--- src/rtl/pressure_temp_compensation_macros.svh ---
// ----------------------------------------------------------------------------
// pressure temperature compensation assertion macros
// concurrent assertion helpers, removed when NO_ASSERTIONS is defined
// ----------------------------------------------------------------------------
`ifndef PRESSURE_TEMP_COMPENSATION_MACROS_SVH
`define PRESSURE_TEMP_COMPENSATION_MACROS_SVH

`ifndef NO_ASSERTIONS
`define PTC_ASSERT(lbl, clk, rstn, prop) \
  lbl: assert property (@(posedge clk) disable iff (!rstn) prop) \
    else $error("assertion failed");
`define PTC_ASSERT_NEXT(lbl, clk, rstn, ante, cons) \
  lbl: assert property (@(posedge clk) disable iff (!rstn) (ante) |=> (cons)) \
    else $error("assertion failed");
`else
`define PTC_ASSERT(lbl, clk, rstn, prop)
`define PTC_ASSERT_NEXT(lbl, clk, rstn, ante, cons)
`endif

`endif

--- src/rtl/ptc_pkg.sv ---
// ----------------------------------------------------------------------------
// ptc_pkg
// shared types, constants and helpers of the pressure compensation block
// ----------------------------------------------------------------------------
`timescale 1ns / 1ps

package ptc_pkg;

  localparam int DIV_STAGES = 32;

  typedef enum logic [2:0] {
    REG_AC1_AC2 = 3'd0,
    REG_AC3_AC4 = 3'd1,
    REG_AC5_AC6 = 3'd2,
    REG_B1_B2   = 3'd3,
    REG_MC_MD   = 3'd4,
    REG_OSS     = 3'd5
  } cfg_reg_e;

  // side data traveling next to the temperature divider
  typedef struct packed {
    logic               vld;
    logic               fault;
    logic               neg;
    logic signed [31:0] x1;
    logic [23:0]        up;
  } div_t_side_t;

  // side data traveling next to the pressure divider
  typedef struct packed {
    logic               vld;
    logic               fault;
    logic               wide;
    logic signed [31:0] t;
  } div_p_side_t;

  // signed division by 2**sh, truncating toward zero
  function automatic logic signed [31:0] sdiv_p2(input logic signed [31:0] v,
                                                 input logic [4:0] sh);
    logic signed [31:0] bias;
    bias = (32'sd1 <<< sh) - 32'sd1;
    return (v + (v[31] ? bias : 32'sd0)) >>> sh;
  endfunction

endpackage

--- src/rtl/ptc_udiv.sv ---
// ----------------------------------------------------------------------------
// ptc_udiv
// pipelined unsigned 32 by 32 restoring divider, one quotient bit per stage
// ----------------------------------------------------------------------------
`timescale 1ns / 1ps

module ptc_udiv
  import ptc_pkg::*;
(
  input  logic        clk_i,
  input  logic        en_i,
  input  logic [31:0] dividend_i,
  input  logic [31:0] divisor_i,
  output logic [31:0] quotient_o
);

  logic [31:0] rem_q [DIV_STAGES];
  logic [31:0] quo_q [DIV_STAGES];
  logic [31:0] dvs_q [DIV_STAGES];
  logic [31:0] rem_d [DIV_STAGES];
  logic [31:0] quo_d [DIV_STAGES];
  logic [31:0] dvs_d [DIV_STAGES];

  always_comb begin
    logic [31:0] r;
    logic [31:0] q;
    logic [31:0] d;
    logic [32:0] trial;
    logic        ge;
    for (int i = 0; i < DIV_STAGES; i++) begin
      if (i == 0) begin
        r = '0;
        q = dividend_i;
        d = divisor_i;
      end else begin
        r = rem_q[i-1];
        q = quo_q[i-1];
        d = dvs_q[i-1];
      end
      trial = {r, q[31]};
      ge = trial >= {1'b0, d};
      rem_d[i] = ge ? 32'(trial - {1'b0, d}) : trial[31:0];
      quo_d[i] = {q[30:0], ge};
      dvs_d[i] = d;
    end
  end

  always_ff @(posedge clk_i) begin
    if (en_i) begin
      rem_q <= rem_d;
      quo_q <= quo_d;
      dvs_q <= dvs_d;
    end
  end

  assign quotient_o = quo_q[DIV_STAGES-1];

endmodule

--- config.mk ---
export PLATFORM = sky130hd
export DESIGN_NAME = ptc_udiv
export DESIGN_NICKNAME = d
export VERILOG_FILES = /design/src/rtl/pressure_temp_compensation_macros.svh /design/src/rtl/ptc_pkg.sv /design/src/rtl/ptc_udiv.sv
export SDC_FILE = /design/constraint.sdc
export NUM_CORES = 2
export LEC_CHECK = 0
export BUFFER_PORTS_ARGS = -buffer_cell sky130_fd_sc_hd__buf_2
export CORE_MARGIN = 5
export CORE_UTILIZATION = 45
export DETAILED_ROUTE_END_ITERATION = 10
export GPL_TIMING_DRIVEN = 0
export SYNTH_ARGS = -nofsm -noshare
export SYNTH_HDL_FRONTEND = slang
export SYNTH_SLANG_ARGS = --single-unit
export TNS_END_PERCENT = 20
--- constraint.sdc ---
create_clock -name clk_i -period 3.9 [get_ports clk_i]
set_input_delay 0.78 -clock clk_i [delete_from_list [all_inputs] [get_ports clk_i]]
set_output_delay 0.78 -clock clk_i [all_outputs]
set_load 0.05 [all_outputs]
Word level (Yosys, flattened, before mapping)
Index checks and enable logic that the tools add are counted.
{"block": "word_totals", "out_inout_bits": 32, "ff_bits": 3008, "elab_cells": 189, "inputBits": 66}
{"block": "classes", "mux": 31, "addsub": 31, "order_cmp": 32}
{"op": "greater-or-equal comparator 33 x 32 -> 1 bit", "count": 31}
{"op": "two-way mux 32 bit", "count": 30}
{"op": "subtractor 32 bit", "count": 30}
{"op": "greater-or-equal comparator 1 x 32 -> 1 bit", "count": 1}
{"op": "subtractor 1 x 32 -> 32 bit", "count": 1}
{"op": "two-way mux 1 bit", "count": 1}

Longest topological paths before layout
{"block": "logic_depth", "ltp_word": 2, "ltp_mapped": 16, "ltp_nobuf": 14}

Worst setup path before layout
No wires, ideal clock.
{"block": "synth_timing", "path_kind": "register to register", "startpoint": "register dvs_q, in the netlist dvs_d[864]", "endpoint": "register rem_q[894] in the netlist's numbering, data pin", "setup_time_ns": 0.260, "path_buffers": 0, "slack_ns": 0.444, "period_less_slack_ns": 3.456, "arrival_ns": 3.196, "required_ns": 3.640, "path_stages_with_launch": 14, "path_cell_list": "edfxtp_1 ha_1 fa_1 nor2b_1 o21a_1 o21ai_0 a21oi_2 a31oi_1 or3_1 a2111oi_0 nor4_1 o31ai_1 xor2_1 mux2_2"}
{"item": "start: declaration", "line_no": "ptc_udiv.sv:19", "text": "logic [31:0] dvs_q [DIV_STAGES];"}
{"item": "start signal: assignment", "line_no": "ptc_udiv.sv:52", "text": "dvs_q <= dvs_d;"}
{"item": "end signal: assignment", "line_no": "ptc_udiv.sv:50", "text": "rem_q <= rem_d;"}
{"item": "end: declaration", "line_no": "ptc_udiv.sv:17", "text": "logic [31:0] rem_q [DIV_STAGES];"}

==> out/qor.yml <==
status: "finished, final reports clean"
antenna_found_initial: 7
ys_seq_elements: 3008
place_area_mm2: 0.160
drt-initial-drc-count: 7581
hold_slack_ns: 0.0981
max-slew-margin-rel: 0.291
synthMostInstantiatedCell: "edfxtp_1"
critPathLaunchType: "register"
routed_wl_um: 374000
cp_common_cell: "a21oi_2"
max_stage_delay_ns: 0.51
synth_fp_nets: 13700
cts.sinks: 3008
core_mm2: 0.340
start_util: 0.452
hold_viol: 0
setup-tns-final_ns: 0
fin_ws_ns: 0.00328
synth_common_cells: "3008 x edfxtp_1, 1236 x inv_1, 994 x ha_1"
grt.overflow.total: 0
ys_types: 101
drc_errors: 0
fin_crit_ns: 3.90
max_slew.worst_pin.slew_ns: 1.06
synth_area_leaders: "edfxtp_1 59%, ha_1 8.1%, inv_1 3.0%, o21ai_0 3.0%, a21oi_1 2.9%"
die_area_mm2: 0.353
gr-usage-all-layers: 0.204
fin_area_mm2: 0.174
worstPathCellList: "ha_1, and3_1, nand4_1, a21oi_2, o31ai_4, o2111ai_1, a21oi_2, o21ba_4, a31oi_1, or3_4, clkbuf_1, nor2_1, a21oi_1"
cts_tree: "yes"
dp_worst_setup_slack_ns: -1.04
synth_ff_type: "edfxtp_1"
ys_seq_area_frac: 0.588
grt_pass1_vias: 97200
end_kind: "register"
cts_root_buf: "clkbuf_16"
num-fill-cells: 29300
path_class: "register to register"
io_pins: 98
reg2reg_slack_ns: 0.003
avgSynthCellArea_um2: 12.2
max_cap_viol_count: 0
vias_per_cell: 5.51
hp-class: "input port to register"
cts_made_buffers: 336
power.leakage_nw: 69.4
firstDrtPassIters: 6
chipWidth_um: 594
crit_fanout: 10
fin_crit_sh: 0.999
clk-insertion-delay-late_ns: 0.93
cts_max_level: 5
drive_gt1_frac: 0.111
grt_max_degree: 197
syn_inst: 12600
port-buffer-count: 97
vias: 99000
irDropWorstVdd_uv: 412
rows: 214
synth-async-reset-ratio: 0
wire_per_inst_um: 20.8
synth_edf_count: 3008
rsz0062_at_grt: "true"
yosysTopAreaCell: "edfxtp_1"
gp_congestion: 0.913
dp.final_hpwl_um: 278000
final_cells: 18000
grt_pass1_wl_um: 570000
path_clk_slew_ns: 0.06
syn-cell-area_mm2: 0.154
yosys.area.top_type_share: 0.588
clock.fmax_mhz: 257
syn_to_final_growth_pct: 13.5
p_per_area_mw_per_mm2: 852
dp_cells: 17200
critPathSlowestCell: "clkbuf_1"
crit_arrival_ns: 4.61
maxSlewViolCount: 0
cp.required_ns: 4.61
fin_skew_ns: 0.0618
final_nets: 14300
ant_nets: 0
die_y_um: 594
yosysWarnings: 0
finalSetupViolCount: 0
clockBufferDepth: 4
[metal layers]
| metal | vias up | wire length [um] | global-route usage |
|---|---|---|---|
| li1 | 47700 | - | - |
| met4 | 2 | 9560 | 0.0518 |
| met3 | 537 | 18700 | 0.0288 |
| met1 | 48300 | 164000 | 0.273 |
| met2 | 2400 | 182000 | 0.351 |
| met5 | - | 8 | 0 |
[critical path, delay by kind of cell (launching register included)]
family	cells	cell delay, ns
AO/OA/AOI/OAI	7	1.53
adder cells (fa/ha/maj)	1	0.40
buffers and inverters	1	0.51
flip-flops	1	0.41
AND/OR/NAND/NOR	4	0.85
[power by group]
part,switching [mW],leakage [nW],internal [mW],total (mW)
Clock,12.9,5.34,18.8,31.7
Combinational,38.0,34.6,27.4,65.4
Sequential,4.84,29.4,46.5,51.4
Total,55.7,69.4,92.7,148
[cells by family (layout without fill, tap and decap cells)]
group | after synthesis | after routing | share of synthesized area
buf+inv | 1561 | 2411 | 0.0397
fa+ha+maj | 1024 | 1024 | 0.0849
xor+xnor | 809 | 809 | 0.0462
mux | 375 | 375 | 0.0278
simple gates | 2550 | 2550 | 0.0789
compound gates | 3267 | 3268 | 0.134
other cells | 0 | 2 | 0
flops | 3008 | 3008 | 0.588
[state kept, by name (all words and copies together), names as in the netlist]
signal and flops:
dvs_d 992, rem_q 992, quo_d 961, quotient_o 32, quo_q 31
[worst paths after layout]
check | startpoint | endpoint | depth (start not counted)
max | rem_q[71]$_DFFE_PP_ | rem_q[43]$_DFFE_PP_ | 13
max reg2reg | rem_q[71]$_DFFE_PP_ | rem_q[43]$_DFFE_PP_ | 13
min | divisor_i[26] | dvs_d[986]$_DFFE_PP_ | 1
min reg2reg | quo_d[850]$_DFFE_PP_ | quo_d[819]$_DFFE_PP_ | 0
[repair_timing]
item	4_1_cts	5_1_grt
endpoints found under the setup margin	882	1014
hold buffers	55	0
pin swaps	19	61
gates cloned	0	2
resized for setup	236	307
endpoints found under the hold margin	55	0
setup buffers	31	54
[placed cells by master (no fill, tap or decap), types with 311 or more instances in the layout]
cell and count:
o21ai_0 858, a21o_1 508, nand2_1 906, a21oi_1 851, xor2_1 352, nor2_1 539
edfxtp_1 3008, xnor2_1 457, inv_1 1234, clkbuf_16 343, mux2_2 311, ha_1 975
[cell type report]
cell class	count	area, um^2	share of cell area
Sequential cell	3008	90300	0.518
Multi-Input combinational cell	8026	58500	0.336
Clock buffer	402	8800	0.0505
Tap cell	4536	5680	0.0326
Inverter	1236	4640	0.0267
Timing Repair Buffer	256	2280	0.0131
Clock inverter	207	2230	0.0128
Buffer	310	1770	0.0102
Antenna cell	2	5.00	0.0000287
[stage by stage]
stage	util	total power, mW
floorplan	-	95.0
global placement	0.470	114
detailed placement	0.471	114
CTS	0.509	148
global route	0.513	158
finish	0.513	148
Power figures use the tool's default switching activity.
